**config.mk**
```make
export PLATFORM = sky130hd
export DESIGN_NAME = quiet_zone_edge_finder_unit
export DESIGN_NICKNAME = d
export VERILOG_FILES = /design/src/qzef_pkg.sv /design/src/quiet_zone_edge_finder_unit.sv /design/src/qzef_cfg_regs.sv /design/src/qzef_in_reg.sv /design/src/qzef_scan.sv
export SDC_FILE = /design/constraint.sdc
export NUM_CORES = 1
export LEC_CHECK = 0
export BUFFER_PORTS_ARGS = -buffer_cell sky130_fd_sc_hd__buf_2
export CAP_MARGIN = 10
export CELL_PAD_IN_SITES_DETAIL_PLACEMENT = 1
export CELL_PAD_IN_SITES_GLOBAL_PLACEMENT = 1
export CORE_MARGIN = 5
export CORE_UTILIZATION = 51
export CTS_BUF_LIST = sky130_fd_sc_hd__clkbuf_16
export CTS_CLUSTER_SIZE = 8
export DETAILED_ROUTE_END_ITERATION = 12
export GPL_TIMING_DRIVEN = 1
export PLACE_DENSITY = 0.84
export SETUP_SLACK_MARGIN = 0.15
export SLEW_MARGIN = 5
export SYNTH_ARGS = -nofsm -noshare
export SYNTH_HDL_FRONTEND = slang
export SYNTH_SLANG_ARGS = --single-unit
```
**constraint.sdc**
```tcl
create_clock -name clk -period 13 [get_ports clk]
set_input_delay 3.9 -clock clk [delete_from_list [all_inputs] [get_ports clk]]
set_output_delay 3.9 -clock clk [all_outputs]
set_load 0.01 [all_outputs]
```
**src/qzef_pkg.sv**
```systemverilog
// ----------------------------------------------------------------------------
// qzef_pkg
// shared types and constants of the quiet zone edge finder
// ----------------------------------------------------------------------------
package qzef_pkg;

  localparam int SampleW = 8;
  localparam int PosW    = 12;
  localparam int RunW    = 10;
  localparam int CauseW  = 2;
  localparam int CfgIdxW = 3;
  localparam int CfgDatW = 12;

  localparam int ImageExtent = 4096;
  localparam int PosUpperInt = (ImageExtent - 1 > (1 << PosW) - 1) ?
                               (1 << PosW) - 1 : ImageExtent - 1;
  localparam logic [PosW-1:0] PosUpper = PosUpperInt[PosW-1:0];

  localparam logic [SampleW-1:0] BandMinInit = '1;
  localparam logic [RunW-1:0]    RunMax      = '1;

  localparam logic [CauseW-1:0] CauseWhiteRun = 2'd0;
  localparam logic [CauseW-1:0] CauseDistance = 2'd1;
  localparam logic [CauseW-1:0] CauseBoundary = 2'd2;

  localparam logic [CfgIdxW-1:0] RegEdgeLevel   = 3'd0;
  localparam logic [CfgIdxW-1:0] RegWhiteRunLen = 3'd1;
  localparam logic [CfgIdxW-1:0] RegMaxDistance = 3'd2;
  localparam logic [CfgIdxW-1:0] RegStartPos    = 3'd3;
  localparam logic [CfgIdxW-1:0] RegScanDir     = 3'd4;

  typedef struct packed {
    logic [SampleW-1:0] sample;
    logic               band_last;
    logic               scan_end;
    logic               new_search;
  } in_word_t;

  typedef struct packed {
    logic [SampleW-1:0] white_level;
    logic [RunW-1:0]    white_run_length;
    logic [PosW-1:0]    max_search_distance;
    logic [PosW-1:0]    start_position;
    logic               scan_direction;
  } cfg_t;

endpackage

```
**src/quiet_zone_edge_finder_unit.sv**
```systemverilog
// ----------------------------------------------------------------------------
// quiet_zone_edge_finder_unit
// Scans outward from a start coordinate for the outer edge of a symbol.
// Input words carry one band sample each, with band_last marking the last
// sample of a position, scan_end marking the image boundary and new_search
// starting a fresh search at start_position. Words are taken on in_valid and
// in_ready; at most one result word leaves on out_valid and out_ready when a
// search ends: the last dark position with cause 0 on a long enough white
// run, or zero with cause 1 (distance limit) or 2 (image boundary).
// A word that ends a search passes the input register, then the result
// register, before its result is presented.
// Throughput: one word per cycle; the stage logic is one compare and counter
// step per word. When the receiver stalls with a result pending, words that
// cause no result still flow; a word that would end a search waits in the
// input register until the result register frees.
// Reset clears the search (idle), the result register and loads the register
// defaults. Registers are written through cfg_we, cfg_index and cfg_wdata.
// ----------------------------------------------------------------------------
module quiet_zone_edge_finder_unit (
  input  logic        clk,
  input  logic        rst_n,
  input  logic        cfg_we,
  input  logic [2:0]  cfg_index,
  input  logic [11:0] cfg_wdata,
  input  logic        in_valid,
  output logic        in_ready,
  input  logic [7:0]  in_sample,
  input  logic        in_band_last,
  input  logic        in_scan_end,
  input  logic        in_new_search,
  output logic        out_valid,
  input  logic        out_ready,
  output logic [11:0] out_edge_position,
  output logic [1:0]  out_stop_cause
);
  import qzef_pkg::*;

  cfg_t     cfg;
  in_word_t in_word, word;
  logic     word_valid, word_take;

  assign in_word.sample     = in_sample;
  assign in_word.band_last  = in_band_last;
  assign in_word.scan_end   = in_scan_end;
  assign in_word.new_search = in_new_search;

  qzef_cfg_regs u_cfg (
    .clk       (clk),
    .rst_n     (rst_n),
    .cfg_we    (cfg_we),
    .cfg_index (cfg_index),
    .cfg_wdata (cfg_wdata),
    .cfg       (cfg)
  );

  qzef_in_reg u_in (
    .clk        (clk),
    .rst_n      (rst_n),
    .in_valid   (in_valid),
    .in_ready   (in_ready),
    .in_word    (in_word),
    .word_valid (word_valid),
    .word       (word),
    .word_take  (word_take)
  );

  qzef_scan u_scan (
    .clk               (clk),
    .rst_n             (rst_n),
    .cfg               (cfg),
    .word_valid        (word_valid),
    .word              (word),
    .word_take         (word_take),
    .out_valid         (out_valid),
    .out_ready         (out_ready),
    .out_edge_position (out_edge_position),
    .out_stop_cause    (out_stop_cause)
  );

endmodule

```
**src/qzef_cfg_regs.sv**
```systemverilog
// ----------------------------------------------------------------------------
// qzef_cfg_regs
// configuration register file, written through a plain write port
// ----------------------------------------------------------------------------
module qzef_cfg_regs (
  input  logic                          clk,
  input  logic                          rst_n,
  input  logic                          cfg_we,
  input  logic [qzef_pkg::CfgIdxW-1:0]  cfg_index,
  input  logic [qzef_pkg::CfgDatW-1:0]  cfg_wdata,
  output qzef_pkg::cfg_t                cfg
);
  import qzef_pkg::*;

  cfg_t cfg_r;

  always_ff @(posedge clk) begin
    if (!rst_n) begin
      cfg_r.white_level         <= 8'd128;
      cfg_r.white_run_length    <= 10'd8;
      cfg_r.max_search_distance <= 12'd4095;
      cfg_r.start_position      <= '0;
      cfg_r.scan_direction      <= 1'b0;
    end else if (cfg_we) begin
      case (cfg_index)
        RegEdgeLevel:   cfg_r.white_level         <= cfg_wdata[SampleW-1:0];
        RegWhiteRunLen: cfg_r.white_run_length    <= cfg_wdata[RunW-1:0];
        RegMaxDistance: cfg_r.max_search_distance <= cfg_wdata[PosW-1:0];
        RegStartPos:    cfg_r.start_position      <= cfg_wdata[PosW-1:0];
        RegScanDir:     cfg_r.scan_direction      <= cfg_wdata[0];
        default: ;
      endcase
    end
  end

  assign cfg = cfg_r;

endmodule

```
**src/qzef_in_reg.sv**
```systemverilog
// ----------------------------------------------------------------------------
// qzef_in_reg
// input word register, refilled in the cycle the scan stage takes its word
// ----------------------------------------------------------------------------
module qzef_in_reg (
  input  logic               clk,
  input  logic               rst_n,
  input  logic               in_valid,
  output logic               in_ready,
  input  qzef_pkg::in_word_t in_word,
  output logic               word_valid,
  output qzef_pkg::in_word_t word,
  input  logic               word_take
);
  import qzef_pkg::*;

  logic     vld_r;
  in_word_t word_r;

  assign in_ready = !vld_r || word_take;

  always_ff @(posedge clk) begin
    if (!rst_n) begin
      vld_r <= 1'b0;
    end else if (in_ready) begin
      vld_r <= in_valid;
    end
  end

  always_ff @(posedge clk) begin
    if (in_valid && in_ready) begin
      word_r <= in_word;
    end
  end

  assign word_valid = vld_r;
  assign word       = word_r;

endmodule

```
**src/qzef_scan.sv**
```systemverilog
// ----------------------------------------------------------------------------
// qzef_scan
// band minimum, white run and stop checks, with the result register
// ----------------------------------------------------------------------------
module qzef_scan (
  input  logic                  clk,
  input  logic                  rst_n,
  input  qzef_pkg::cfg_t        cfg,
  input  logic                  word_valid,
  input  qzef_pkg::in_word_t    word,
  output logic                  word_take,
  output logic                  out_valid,
  input  logic                  out_ready,
  output logic [11:0]           out_edge_position,
  output logic [1:0]            out_stop_cause
);
  import qzef_pkg::*;

  logic [SampleW-1:0] band_min_r, band_min_nxt;
  logic [PosW-1:0]    pos_r, pos_nxt;
  logic [RunW-1:0]    run_r, run_nxt;
  logic [PosW-1:0]    dark_r, dark_nxt;
  logic               srch_r, srch_nxt;

  logic               out_vld_r;
  logic [PosW-1:0]    out_pos_r, res_pos;
  logic [CauseW-1:0]  out_cause_r, res_cause;

  logic [SampleW-1:0] bm_eff, bm_new;
  logic [PosW-1:0]    pos_eff, dark_eff;
  logic [RunW-1:0]    run_eff, run_new;
  logic               srch_eff, white;
  logic [PosW:0]      span;
  logic               dist_over, at_bound, produce;

  always_comb begin
    bm_eff   = word.new_search ? BandMinInit : band_min_r;
    pos_eff  = word.new_search ? cfg.start_position : pos_r;
    run_eff  = word.new_search ? '0 : run_r;
    dark_eff = word.new_search ? '0 : dark_r;
    srch_eff = word.new_search || srch_r;

    bm_new  = (word.sample < bm_eff) ? word.sample : bm_eff;
    white   = (bm_new >= cfg.white_level);
    run_new = white ? ((run_eff != RunMax) ? run_eff + 1'b1 : run_eff) : '0;

    if (cfg.scan_direction) begin
      span     = {1'b0, pos_eff} - {1'b0, cfg.start_position};
      at_bound = (pos_eff >= PosUpper);
    end else begin
      span     = {1'b0, cfg.start_position} - {1'b0, pos_eff};
      at_bound = (pos_eff == '0);
    end
    dist_over = !span[PosW] && (span[PosW-1:0] > cfg.max_search_distance);

    band_min_nxt = bm_new;
    pos_nxt      = pos_eff;
    run_nxt      = run_eff;
    dark_nxt     = dark_eff;
    srch_nxt     = srch_eff;
    produce      = 1'b0;
    res_pos      = '0;
    res_cause    = CauseWhiteRun;

    if (!srch_eff) begin
      band_min_nxt = band_min_r;
    end else if (word.band_last) begin
      band_min_nxt = BandMinInit;
      run_nxt      = run_new;
      dark_nxt     = white ? dark_eff : pos_eff;
      if (run_new > cfg.white_run_length) begin
        produce   = 1'b1;
        res_pos   = white ? dark_eff : pos_eff;
        res_cause = CauseWhiteRun;
      end else if (dist_over) begin
        produce   = 1'b1;
        res_cause = CauseDistance;
      end else if (word.scan_end || at_bound) begin
        produce   = 1'b1;
        res_cause = CauseBoundary;
      end else if (cfg.scan_direction) begin
        pos_nxt = pos_eff + 1'b1;
      end else begin
        pos_nxt = pos_eff - 1'b1;
      end
      if (produce) begin
        srch_nxt = 1'b0;
      end
    end
  end

  assign word_take = word_valid && (!produce || !out_vld_r || out_ready);

  always_ff @(posedge clk) begin
    if (!rst_n) begin
      band_min_r <= BandMinInit;
      pos_r      <= '0;
      run_r      <= '0;
      dark_r     <= '0;
      srch_r     <= 1'b0;
      out_vld_r  <= 1'b0;
    end else begin
      if (word_take) begin
        band_min_r <= band_min_nxt;
        pos_r      <= pos_nxt;
        run_r      <= run_nxt;
        dark_r     <= dark_nxt;
        srch_r     <= srch_nxt;
      end
      if (word_take && produce) begin
        out_vld_r <= 1'b1;
      end else if (out_ready) begin
        out_vld_r <= 1'b0;
      end
    end
  end

  always_ff @(posedge clk) begin
    if (word_take && produce) begin
      out_pos_r   <= res_pos;
      out_cause_r <= res_cause;
    end
  end

  assign out_valid         = out_vld_r;
  assign out_edge_position = out_pos_r;
  assign out_stop_cause    = out_cause_r;

endmodule

```
=== Word-level counts from Yosys, hierarchy flattened ===
Index checks and enable logic that the tools add are counted.
Widths: inputs -> output; s select.

* Flip-flop bits (word level): 113
* Latch bits: 0
* Memory bits (writable): 0
* ROM bits: 0
* Input port bits: 31
* Output and inout port bits: 16
* Logic and storage cells: 96
* Memories kept: 0

* Add/subtract/negate cells: 5
* Multiply operators: 0
* Divide/modulo/power cells: 0
* $lt $le $gt $ge: 5
* Equality and inequality tests: 5
* Shift operators: 0
* Muxes and demuxes: 35
* Bitwise operators: 2
* Reduce and logical (&&, ||, !) cells: 25

{| class="wikitable"
|+ Operator list
! kind !! count
|-
| $mux 12 || 11
|-
| $mux 10 || 5
|-
| $sub 12x12->13 || 2
|-
| $mux 8 || 3
|-
| $mux 1 || 14
|-
| $mux 13 || 1
|-
| $add 12x1->12 const B || 1
|-
| $ge 12x12->1 const B || 1
|-
| $gt 12x12->1 || 1
|-
| $logic_not 12->1 || 1
|-
| $reduce_and 2->1 || 6
|-
| $sub 12x1->12 const B || 1
|-
| $add 10x1->10 const B || 1
|-
| $gt 10x10->1 || 1
|-
| $ne 10x10->1 const B || 1
|-
| $ge 8x8->1 || 1
|-
| $lt 8x8->1 || 1
|-
| $eq 3x2->1 const B || 2
|-
| $logic_or 1x1->1 || 5
|-
| $logic_and 1x1->1 || 4
|-
| $logic_not 1->1 || 4
|-
| $reduce_or 4->1 || 1
|-
| $eq 3x1->1 const B || 1
|-
| $eq 3x3->1 const B || 1
|-
| 6 further kinds || 7
|}

=== Depth between registers and ports, before layout ===
Gate-level depths: netlist (run 1).

* Depth after elaboration: 17
* Mapped depth: 32
* Gate-level depth less buffers: 24

=== Cells and area by module ===
From an unflattened synthesis (run 1), not the netlist that was laid out.

* Cells, all modules: 862
* Area total of the unflattened synthesis: 7,480.9 um^2

{| class="wikitable"
|+ By module, submodules not included
! module !! instances !! cells each !! area an instance (um^2) !! seq. area each (um^2)
|-
| qzef_scan || 1 || 677 || 5,377.7 || 1,301.2
|-
| qzef_cfg_regs || 1 || 169 || 1,715.4 || 860.8
|-
| qzef_in_reg || 1 || 16 || 387.9 || 350.3
|}

=== Worst setup path after synthesis (run 1) ===
No wires, ideal clock.

* Path type: register to output
* Start point: register u_in.word_r (netlist bit u_in.word[0])
* End point: output port in_ready
* Data arrival time: 5,767 ps
* Required time: 9,100 ps
* Setup slack: 3,333 ps
* Stages on the path, launching flop included: 31
* Path buffers: 6
* Cell sequence: edfxtp_1 -> buf_6 -> buf_6 -> buf_4 -> clkbuf_1 -> nor2_1 -> ha_1 -> o21a_1 -> o21ai_0 -> nand2b_1 -> a211oi_1 -> o21ai_2 -> mux2_2 -> ha_1 -> nand2b_1 -> a21o_1 -> a21oi_1 -> o21ai_0 -> o22a_1 -> clkbuf_1 -> clkbuf_1 -> a21boi_0 -> ha_1 -> and4_4 -> o2111a_1 -> a2111oi_2 -> nor2_1 -> a211oi_4 -> nand2b_1 -> nor2_1 -> inv_1

* Word-level cells in the longest chain between the ends: 16
* Elaborated cells on any way between the ends: 34
* Classes of those cells: add/sub (3); order compare (5); eq/ne (1); mux (15); reduce/logical (10)

{| class="wikitable"
|+ RTL lines
! what !! line !! RTL
|-
| start, declared || qzef_in_reg.sv:18 || <nowiki>in_word_t word_r;</nowiki>
|-
| start signal, assigned || qzef_in_reg.sv:32 || <nowiki>word_r <= in_word;</nowiki>
|-
| $mux 8 or $mux 12 (tied branches) || qzef_scan.sv:37, qzef_scan.sv:38 ||
|-
| $lt 8x8->1 (tied with other cells) || qzef_scan.sv:43 || <nowiki>bm_new = (word.sample < bm_eff) ? word.sample : bm_eff;</nowiki>
|-
| $mux 8 (tied with other cells) || qzef_scan.sv:43 ||
|-
| $ge 8x8->1 (tied with other cells) || qzef_scan.sv:44 || <nowiki>white = (bm_new >= cfg.white_level);</nowiki>
|-
| $mux 10 (tied with other cells) || qzef_scan.sv:45 || <nowiki>run_new = white ? ((run_eff != RunMax) ? run_eff + 1'b1 : run_eff) : '0;</nowiki>
|-
| $gt 10x10->1 or $mux 1 (tied branches) || qzef_scan.sv:71, qzef_scan.sv:75 ||
|-
| $mux 1 || qzef_scan.sv:71 || <nowiki>if (run_new > cfg.white_run_length) begin</nowiki>
|-
| $mux 1 || qzef_scan.sv:67 || <nowiki>end else if (word.band_last) begin</nowiki>
|-
| $mux 1 || qzef_scan.sv:65 || <nowiki>if (!srch_eff) begin</nowiki>
|-
| $mux 1 || qzef_scan.sv:67 ||
|-
| $mux 1 (*) || qzef_scan.sv:65 ||
|-
| $logic_not 1->1 (*) || qzef_scan.sv:92 || <nowiki>assign word_take = word_valid && (!produce || !out_vld_r || out_ready);</nowiki>
|-
| $logic_or 1x1->1 (*) (2 in a row) || qzef_scan.sv:92 ||
|-
| $logic_and 1x1->1 (*) || qzef_scan.sv:92 ||
|-
| $logic_or 1x1->1 (*) || qzef_in_reg.sv:20 || <nowiki>assign in_ready = !vld_r || word_take;</nowiki>
|-
| end, declared || quiet_zone_edge_finder_unit.sv:26 || <nowiki>output logic in_ready,</nowiki>
|}

Mark *: on every way between the ends. The rest lies on a longest branch, timed or not. The select of a mux whose other input is x is not followed.

=== Worst setup path in the final report (run 1) ===
Ends and elaborated chain as after synthesis.

==> results.sh, run 1 <==
export IMPL_number_of_cts_inserted_buffers=17
export IMPL_outcome="finished clean"
export IMPL_row_count=43
export IMPL_p_sw_frac=0.284
export IMPL_buffer_and_inverter_count_on_the_worst_path=4
export IMPL_grt_pass1_vias=7100
export IMPL_clockBufferDepth=2
export IMPL_firstDrtPassIters=5
export IMPL_die_width_um=130
export IMPL_wl_um=22400
export IMPL_timing_critical_path_required_ps=9100
export IMPL_clock_sinks=113
export IMPL_fin_total_pwr_w=0.000984
export IMPL_synth_edff_count=25
export IMPL_layout_worst_path_cycle_share=0.817
export IMPL_final_hold_viol_count=0
export IMPL_post_synth_instance_area_um2=7300
export IMPL_synth_top_cells_by_area="dfxtp_1 (24%), ha_1 (12%), edfxtp_1 (10%)"
export IMPL_rsz0062_at_grt="false"
export IMPL_p_seq_frac=0.381
export IMPL_power_per_cell_area_nw_per_um2=120
export IMPL_type_of_destination_of_the_critical_path="output pin"
export IMPL_final_setup_viol_count=0
export IMPL_grt_pass1_wl_um=36100
export IMPL_track_usage=0.275
export IMPL_cts_htree_levels=4
export IMPL_syn_to_final_growth_pct=11.8
export IMPL_drive_gt1_frac=0.119
export IMPL_post_cts_buffers=0
export IMPL_ys_ff_latch=113
export IMPL_place_gp_congestion=0.865
export IMPL_synth_net_count=952
export IMPL_ys_dominant_reg_cell="dfxtp_1"
export IMPL_comb_power_share=0.156
export IMPL_holdBufCountCts=0
export IMPL_n_fill_cell=1686
export IMPL_synth_top_cells_by_count="nand2_1 (103), dfxtp_1 (88), ha_1 (72), inv_1 (69), a21oi_1 (67)"
export IMPL_tritoncts="yes"
export IMPL_io_pins=47
export IMPL_routed_via_density=6.13
export IMPL_critPathMaxFanout=42
export IMPL_cp_slowest_cell="buf_4"
export IMPL_route_antenna_remaining_nets=0
export IMPL_placement_setup_worst_slack_ps=2960
export IMPL_hold_path_class="reg -> reg"
export IMPL_timing_clock_skew_ps=7.97
export IMPL_antenna_found_initial=0
export IMPL_path_clk_slew_ps=60
export IMPL_synth_cell_type_count=69
export IMPL_maxClockFrequency_mhz=94.2
export IMPL_longest_individual_stage_delay_on_the_worst_path_ps=480
export IMPL_place_detailed_hpwl_um=16400
export IMPL_top_area_cell_type_share_of_the_netlist_area=0.241
export IMPL_clock_group_share_of_total_power=0.463
export IMPL_fin_ws_ps=2380
export IMPL_drv_max_cap_violation_count=0
export IMPL_core_util_final=0.584
export IMPL_synth_sequential_area_ratio=0.344
export IMPL_drt_first_iter_violations=406
export IMPL_die_h_um=130
export IMPL_overflow=0
export IMPL_path_class="reg -> out"
export IMPL_yosys_area_top_type="dfxtp_1"
export IMPL_final_nets=979
export IMPL_ctsRootBufferMaster="clkbuf_16"
export IMPL_switchingPower_w=0.000279
export IMPL_timing_final_max_slew_violations=0
export IMPL_critPathArrivalTime_ps=6720
export IMPL_tightest_slew_ps=1140
export IMPL_total_placed_instance_area_um2=7600
export IMPL_critical_path_top_delay_family="compound AO/OA/AOI/OAI gates"
export IMPL_postCtsResizedCells=0
export IMPL_die_area_um2=16800
export IMPL_initial_utilization=0.522
export IMPL_yosys_warnings=0
export IMPL_total_vias_in_the_final_route=6536
export IMPL_port_buffer_count=46
export IMPL_coreArea_um2=14000
export IMPL_startpoint_type="register"
export IMPL_synthesis_instances=846
export IMPL_synth_area_per_cell_um2=8.63
export IMPL_synth_async_sr_flop_share=0
export IMPL_max_slew_margin=0.234
export IMPL_drt_wirelength_per_cell_um=21.0
export IMPL_clk_lat_worst_skew_ps=420
export IMPL_post_route_min_period_ps=10620
export IMPL_total_leakage_power_nw=3.43
export IMPL_fin_tns_setup_ps=0
export IMPL_internal_power_w=0.000705
export IMPL_diodes=0
export IMPL_drt_drc_violations_left=0
export IMPL_irDropWorstVdd_mv=0.0912
export IMPL_grt_max_degree=43
export IMPL_layout_cell_area_non_filler_um2=8170
export IMPL_post_synth_top_count_cell="nand2_1"
-- logic make-up after synthesis --
group | after synthesis | synth area share
compound gates | 220 | 0.209
xor+xnor | 29 | 0.0348
fa+ha+maj | 75 | 0.132
buf+inv | 114 | 0.0646
flops | 113 | 0.344
mux | 32 | 0.0449
simple gates | 263 | 0.171
-- worst register-to-register path: stages (launching register included) --
cell and delay, ps:
edfxtp_1 320, buf_4 480, nor2_1 140, ha_1 320, o21a_1 120, o21ai_0 90
nand2b_1 90, a211oi_1 80, o21ai_2 460, mux2_2 430, ha_1 270, nand2b_1 120
a21o_1 120, a21oi_1 60, o21ai_0 190, o22a_1 160, buf_4 290, nor4b_1 430
ha_1 330, and4_4 200, o2111a_1 140, a2111oi_2 480, nor2_1 210, a211oi_4 310
o21a_1 630, nand2_1 430, o32a_1 450
-- per-stage QoR --
stage | hold WS (ps) | cells
floorplan | 424 | 846
detailed placement | 452 | 1034
global route | 475 | 1066
global placement | 436 | 1034
CTS | 459 | 1066
finish | 456 | 1066
-- power by group through the flow --
stage / Sequential [W] / Clock (W) / Combinational [W]
floorplan: 0.000379 / 0 / 0.000110
global placement: 0.000381 / 0 / 0.000140
detailed placement: 0.000382 / 0 / 0.000148
CTS: 0.000375 / 0.000457 / 0.000153
global route: 0.000375 / 0.000478 / 0.000169
finish: 0.000375 / 0.000456 / 0.000154
-- per-layer routing --
metal | wire length (um) | vias to the layer above | track usage | part of all wire
met4 | 887 | 0 | 0.124 | 0.040
li1 | - | 3067 | - | -
met1 | 9010 | 3242 | 0.315 | 0.40
met3 | 1100 | 62 | 0.0631 | 0.049
met5 | 0 | - | 0 | 0
met2 | 11400 | 165 | 0.487 | 0.51
-- worst paths after layout --
kind | startpoint | to | slack [ps] | depth (start not counted)
worst max-delay path | u_in.word[0]$_DFFE_PP_ | in_ready | 2380 | 27
worst min-delay path | u_cfg.cfg[26]$_SDFFE_PN0P_ | u_cfg.cfg[26]$_SDFFE_PN0P_ | 460 | 2
worst max register to register | u_in.word[0]$_DFFE_PP_ | u_scan.band_min_r[1]$_SDFFE_PN1P_ | 5530 | 26
worst min register to register | u_cfg.cfg[26]$_SDFFE_PN0P_ | u_cfg.cfg[26]$_SDFFE_PN0P_ | 460 | 2
-- registers in the layout, indices dropped and copies added (netlist names), 2 cells and up --
| signal | cells |
|---|---|
| u_in.word | 11 |
| u_scan.out_stop_cause | 2 |
| u_cfg.cfg | 43 |
| u_scan.dark_r | 12 |
| u_scan.band_min_r | 8 |
| u_scan.pos_r | 12 |
| u_scan.out_edge_position | 12 |
| u_scan.run_r | 10 |
-- cells in the final DEF, fill, tap and decap left out, types with 7 or more instances in the layout --
cell,n
a21o_1,11
a21oi_1,67
mux2i_1,28
and3_1,18
o32a_1,7
nand3_1,21
a211oi_1,12
xnor2_1,22
ha_1,72
o211ai_1,23
edfxtp_1,25
a22o_1,10
xor2_1,7
o21a_1,8
nand4_1,9
a31oi_1,7
o21ai_0,31
nand2b_1,9
dfxtp_1,88
and2_1,9
inv_1,70
nor2_1,43
nor3_1,16
buf_2,46
nor2b_1,18
nand2_1,103
clkbuf_16,17
-- final cells by class --
cell class | count | area, um^2 | share of cell area
multi-input cells | 619 | 4320 | 0.529
flip-flops and latches | 113 | 2510 | 0.308
clock buffers | 17 | 425 | 0.0521
repair buffers | 51 | 268 | 0.0328
inverters | 71 | 268 | 0.0328
well taps | 180 | 225 | 0.0276
clock inverters | 15 | 145 | 0.0178
No activity file was read; power rests on OpenSTA's default activity.
==> inputs of run 2 (changes only) <==
--- a/config.mk
+++ b/config.mk
@@ -10,12 +10,12 @@
 export CELL_PAD_IN_SITES_DETAIL_PLACEMENT = 1
 export CELL_PAD_IN_SITES_GLOBAL_PLACEMENT = 1
 export CORE_MARGIN = 5
-export CORE_UTILIZATION = 51
+export CORE_UTILIZATION = 47
 export CTS_BUF_LIST = sky130_fd_sc_hd__clkbuf_16
 export CTS_CLUSTER_SIZE = 8
 export DETAILED_ROUTE_END_ITERATION = 12
 export GPL_TIMING_DRIVEN = 1
-export PLACE_DENSITY = 0.84
+export PLACE_DENSITY = 0.79
 export SETUP_SLACK_MARGIN = 0.15
 export SLEW_MARGIN = 5
 export SYNTH_ARGS = -nofsm -noshare
==> constraint.sdc (replaced) <==
create_clock -name clk -period 10.5 [get_ports clk]
set_input_delay 3.15 -clock clk [delete_from_list [all_inputs] [get_ports clk]]
set_output_delay 3.15 -clock clk [all_outputs]
set_load 0.01 [all_outputs]
==> results.sh, run 2 (synthesis results as in run 1) <==
export IMPL_whs_ps=458
export IMPL_most_common_layout_cells="nand2_1 (103), dfxtp_1 (88), inv_1 (72), ha_1 (72), a21oi_1 (67)"
export IMPL_path_clk_slew_ps=60
export IMPL_die_width_um=135
export IMPL_die_h_um=135
export IMPL_timing_final_max_slew_violations=0
export IMPL_coreArea_um2=15200
export IMPL_clockBufferDepth=2
export IMPL_outcome="finished clean"
export IMPL_io_pins=47
export IMPL_p_seq_frac=0.373
export IMPL_final_setup_viol_count=0
export IMPL_max_slew_margin=0.261
export IMPL_core_util_final=0.540
export IMPL_timing_critical_path_required_ps=7350
export IMPL_grt_pass1_wl_um=36700
export IMPL_place_detailed_hpwl_um=16600
export IMPL_place_inst=1043
export IMPL_clk_lat_worst_skew_ps=430
export IMPL_startpoint_type="register"
export IMPL_cts_htree_levels=4
export IMPL_power_per_cell_area_nw_per_um2=151
export IMPL_final_nets=980
export IMPL_grt_max_degree=42
export IMPL_number_of_flip_flops_in_the_largest_register=43
export IMPL_fin_tns_setup_ps=0
export IMPL_path_class="reg -> out"
export IMPL_layout_worst_path_cycle_share=0.905
export IMPL_ctsRootBufferMaster="clkbuf_16"
export IMPL_rsz0062_at_grt="false"
export IMPL_irDropWorstVdd_mv=0.125
export IMPL_type_of_destination_of_the_critical_path="output pin"
export IMPL_drt_first_iter_violations=309
export IMPL_clock_sinks=113
export IMPL_track_usage=0.256
export IMPL_routed_via_density=6.07
export IMPL_final_common_cell="nand2_1"
export IMPL_drv_max_cap_violation_count=0
export IMPL_firstDrtPassIters=5
export IMPL_place_gp_congestion=0.893
export IMPL_antenna_found_initial=0
export IMPL_row_count=45
export IMPL_total_vias_in_the_final_route=6527
export IMPL_critPathMaxFanout=30
export IMPL_internal_power_w=0.000898
export IMPL_fin_ws_ps=993
export IMPL_timing_clock_skew_ps=13.9
export IMPL_drt_drc_violations_left=0
export IMPL_tritoncts="yes"
export IMPL_stdcell_count=1075
export IMPL_tightest_slew_ps=1100
export IMPL_final_hold_viol_count=0
export IMPL_number_of_cts_inserted_buffers=17
export IMPL_diodes=0
export IMPL_maxClockFrequency_mhz=105
export IMPL_syn_to_final_growth_pct=12.4
export IMPL_p_sw_frac=0.278
export IMPL_grt_pass1_vias=7164
export IMPL_postCtsResizedCells=0
export IMPL_comb_power_share=0.153
export IMPL_critPathArrivalTime_ps=6360
export IMPL_drt_wirelength_per_cell_um=21.0
export IMPL_port_buffer_count=46
export IMPL_wl_um=22500
export IMPL_switchingPower_w=0.000346
export IMPL_drive_gt1_frac=0.117
export IMPL_die_area_um2=18100
export IMPL_placement_setup_worst_slack_ps=1520
export IMPL_route_antenna_remaining_nets=0
export IMPL_post_cts_buffers=0
export IMPL_post_route_min_period_ps=9510
export IMPL_total_leakage_power_nw=3.45
export IMPL_hold_path_class="reg -> reg"
export IMPL_initial_utilization=0.480
export IMPL_clock_group_share_of_total_power=0.474
export IMPL_overflow=0
export IMPL_holdBufCountCts=0
-- run 2: cell types whose count changed in the layout (fill, tap and decap cells not counted), sizes merged --
cell,change
buf,+1
clkinv,-4
bufinv,+1
inv,+3
-- run 2: through the flow --
step,cell area [um^2],power [W]
3_3_place_gp,7610,0.000647
6_report,8210,0.00124
5_1_grt,8210,0.00129
3_5_place_dp,7610,0.000657
2_1_floorplan,7300,0.000606
4_1_cts,8210,0.00125
-- run 2: cell type report --
type	count	area, um^2
repair buffers	52	275
inverters	71	268
clock inverters	15	171
clock buffers	17	425
fillers	1807	6990
flip-flops and latches	113	2510
well taps	188	235
multi-input cells	619	4320
-- run 2: final timing paths --
path,to,slack [ps],depth (start not counted),startpoint
hold / removal,u_cfg.cfg[32]$_SDFFE_PN0P_,460,2,u_cfg.cfg[32]$_SDFFE_PN0P_
setup reg to reg,u_scan.band_min_r[4]$_SDFFE_PN1P_,3300,23,u_in.word[0]$_DFFE_PP_
setup / recovery,in_ready,990,24,u_in.word[0]$_DFFE_PP_
hold reg to reg,u_cfg.cfg[32]$_SDFFE_PN0P_,460,2,u_cfg.cfg[32]$_SDFFE_PN0P_
-- run 2: critical path, stage by stage, from the launching register on --
cell and delay [ps]:
edfxtp_1 410, buf_4 330, nor2_1 120, ha_1 300, o2111ai_1 140, o21ai_2 470, mux2_2 420, ha_1 270
nand2b_1 90, a21o_1 110, a21oi_1 60, o21ai_0 170, o22a_1 150, buf_4 300, nor4b_1 440, ha_1 340
and4_4 200, o2111a_1 150, a2111oi_2 420, nor2_1 210, a211oi_4 330, nand2b_1 210, nor2_1 90, inv_1 60
buf_2 120
-- run 2: metal layers --
layer  vias to the layer above  track usage  wire length [um]
li1                       3081            -                 -
met1                      3225        0.292              9290
met2                       142        0.448             11400
met3                        79       0.0615               843
met4                         0        0.127               969
met5                         -            0                 0
-- run 2: power by group through the flow --
stage                     Sequential [W]  Clock [W]  Combinational, W
after global placement          0.000472          0          0.000175
after global routing            0.000465   0.000617          0.000209
final                           0.000464   0.000590          0.000190
after floorplan                 0.000469          0          0.000137
after detailed placement        0.000473          0          0.000185
after CTS                       0.000464   0.000594          0.000189
==> inputs of run 3 (changes only) <==
==> constraint.sdc (replaced) <==
create_clock -name clk -period 10.5 [get_ports clk]
set_input_delay 1.05 -clock clk [delete_from_list [all_inputs] [get_ports clk]]
set_output_delay 1.05 -clock clk [all_outputs]
set_load 0.01 [all_outputs]
==> results.sh, run 3 (synthesis results as in run 1) <==
export IMPL_outcome="finished clean"
export IMPL_clock_sinks=113
export IMPL_wl_um=22100
export IMPL_place_detailed_hpwl_um=16400
export IMPL_final_setup_viol_count=0
export IMPL_rsz0062_at_grt="false"
export IMPL_most_common_layout_cells="nand2_1 (103), dfxtp_1 (88), ha_1 (72)"
export IMPL_postCtsResizedCells=0
export IMPL_drt_drc_violations_left=0
export IMPL_maxClockFrequency_mhz=122
export IMPL_firstDrtPassIters=5
export IMPL_ctsRootBufferMaster="clkbuf_16"
export IMPL_row_count=45
export IMPL_tightest_slew_ps=1060
export IMPL_overflow=0
export IMPL_diodes=0
export IMPL_power_per_cell_area_nw_per_um2=157
export IMPL_critPathMaxFanout=42
export IMPL_post_route_min_period_ps=8210
export IMPL_cts_htree_levels=4
export IMPL_type_of_destination_of_the_critical_path="output pin"
export IMPL_final_nets=979
export IMPL_worst_hold_path_num_cells=2
export IMPL_fin_tns_setup_ps=0
export IMPL_timing_final_max_slew_violations=0
export IMPL_track_usage=0.248
export IMPL_routed_via_density=5.98
export IMPL_tritoncts="yes"
export IMPL_final_common_cell="nand2_1"
export IMPL_drt_wirelength_per_cell_um=20.5
export IMPL_total_leakage_power_nw=3.46
export IMPL_path_clk_slew_ps=50
export IMPL_startpoint_type="register"
export IMPL_worst_r2r_startpoint="u_in.word[0]$_DFFE_PP_"
export IMPL_clk_lat_worst_skew_ps=430
export IMPL_worst_r2r_path_depth=25
export IMPL_antenna_found_initial=0
export IMPL_layout_worst_path_cycle_share=0.781
export IMPL_post_cts_buffers=0
export IMPL_max_slew_margin=0.287
export IMPL_rr_endpoint="u_scan.band_min_r[2]$_SDFFE_PN1P_"
export IMPL_final_hold_viol_count=0
export IMPL_timing_clock_skew_ps=8.79
export IMPL_core_util_final=0.542
export IMPL_irDropWorstVdd_mv=0.120
export IMPL_die_h_um=135
export IMPL_io_pins=47
export IMPL_holdBufCountCts=0
export IMPL_ff2ff_setup_slack_ps=2650
export IMPL_route_antenna_remaining_nets=0
export IMPL_critPathArrivalTime_ps=7160
export IMPL_grt_pass1_wl_um=35400
export IMPL_place_gp_congestion=0.824
export IMPL_coreArea_um2=15200
export IMPL_startpoint_of_the_lowest_slack_hold_path="u_cfg.cfg[26]$_SDFFE_PN0P_"
export IMPL_syn_to_final_growth_pct=12.9
export IMPL_n_fill_cell=1823
export IMPL_die_area_um2=18100
export IMPL_die_width_um=135
export IMPL_port_buffer_count=46
export IMPL_timing_critical_path_required_ps=9450
export IMPL_clockBufferDepth=2
export IMPL_path_class="reg -> out"
export IMPL_hold_path_class="reg -> reg"
export IMPL_drv_max_cap_violation_count=0
export IMPL_grt_pass1_vias=6792
export IMPL_total_vias_in_the_final_route=6420
export IMPL_grt_max_degree=43
export IMPL_initial_utilization=0.480
export IMPL_number_of_flip_flops_in_the_largest_register=43
export IMPL_drive_gt1_frac=0.117
export IMPL_number_of_cts_inserted_buffers=17
export IMPL_drt_first_iter_violations=374
export IMPL_hold_path_endpoint="u_cfg.cfg[26]$_SDFFE_PN0P_"
-- run 3: worst max-delay path by stage --
stage | start | to | slack [ps] | cells past startpoint
detailed placement | u_in.word[0]$_DFFE_PP_ | u_scan.band_min_r[2]$_SDFFE_PN1P_ | 2670 | 25
global placement | u_in.word[0]$_DFFE_PP_ | in_ready | 3100 | 26
floorplan | u_in.word[0]$_DFFE_PP_ | in_ready | 3680 | 30
CTS | u_in.word[0]$_DFFE_PP_ | in_ready | 2280 | 26
finish | u_in.word[0]$_DFFE_PP_ | in_ready | 2290 | 26
global route | u_in.word[0]$_DFFE_PP_ | in_ready | 1670 | 26
-- run 3: per-layer routing --
layer / global-route usage / up-vias / part of all wire
li1: - / 3078 / -
met1: 0.299 / 3175 / 0.43
met2: 0.443 / 135 / 0.51
met3: 0.0484 / 32 / 0.038
met4: 0.0803 / 0 / 0.023
met5: 0 / - / 0
-- run 3: critical path: stages (launching register included) --
cell and delay [ps]:
edfxtp_1 320, buf_4 460, nor2_1 120, ha_1 310
o21a_1 110, o21ai_0 60, nand2b_1 90, a211oi_1 90
o21ai_2 470, mux2_2 420, ha_1 270, nand2b_1 100
a21o_1 120, a21oi_1 60, o21ai_0 180, o22a_1 850
nor4b_1 470, ha_1 330, and4_4 200, o2111a_1 150
a2111oi_2 500, nor2_1 250, a211oi_4 320, nand2b_1 200
nor2_1 90, inv_1 60, buf_2 120
-- run 3: area by class of cell --
class                           instances  area [um^2]  area share
Timing Repair Buffer                   51          268      0.0325
Sequential cell                       113         2510       0.305
Multi-Input combinational cell        619         4320       0.524
Clock inverter                         15          214      0.0259
Inverter                               71          268      0.0325
Tap cell                              188          235      0.0285
Clock buffer                           17          425      0.0516
-- run 3: metrics by stage --
step                hold slack, ps  power, W  instance area (um^2)  instances  worst slack (ps)
floorplan                      424  0.000606                  7300        846              3680
global placement               440  0.000647                  7610       1042              3100
detailed placement             449  0.000657                  7610       1042              2670
CTS                            465   0.00130                  8250       1074              2280
global route                   489   0.00134                  8250       1074              1670
finish                         463   0.00129                  8250       1074              2290
-- run 3: power by group --
group | leakage [nW] | internal [W] | switching [W]
registers | 0.969 | 0.000455 | 0.00000836
clock network | 0.310 | 0.000419 | 0.000220
logic | 2.18 | 0.0000710 | 0.000119
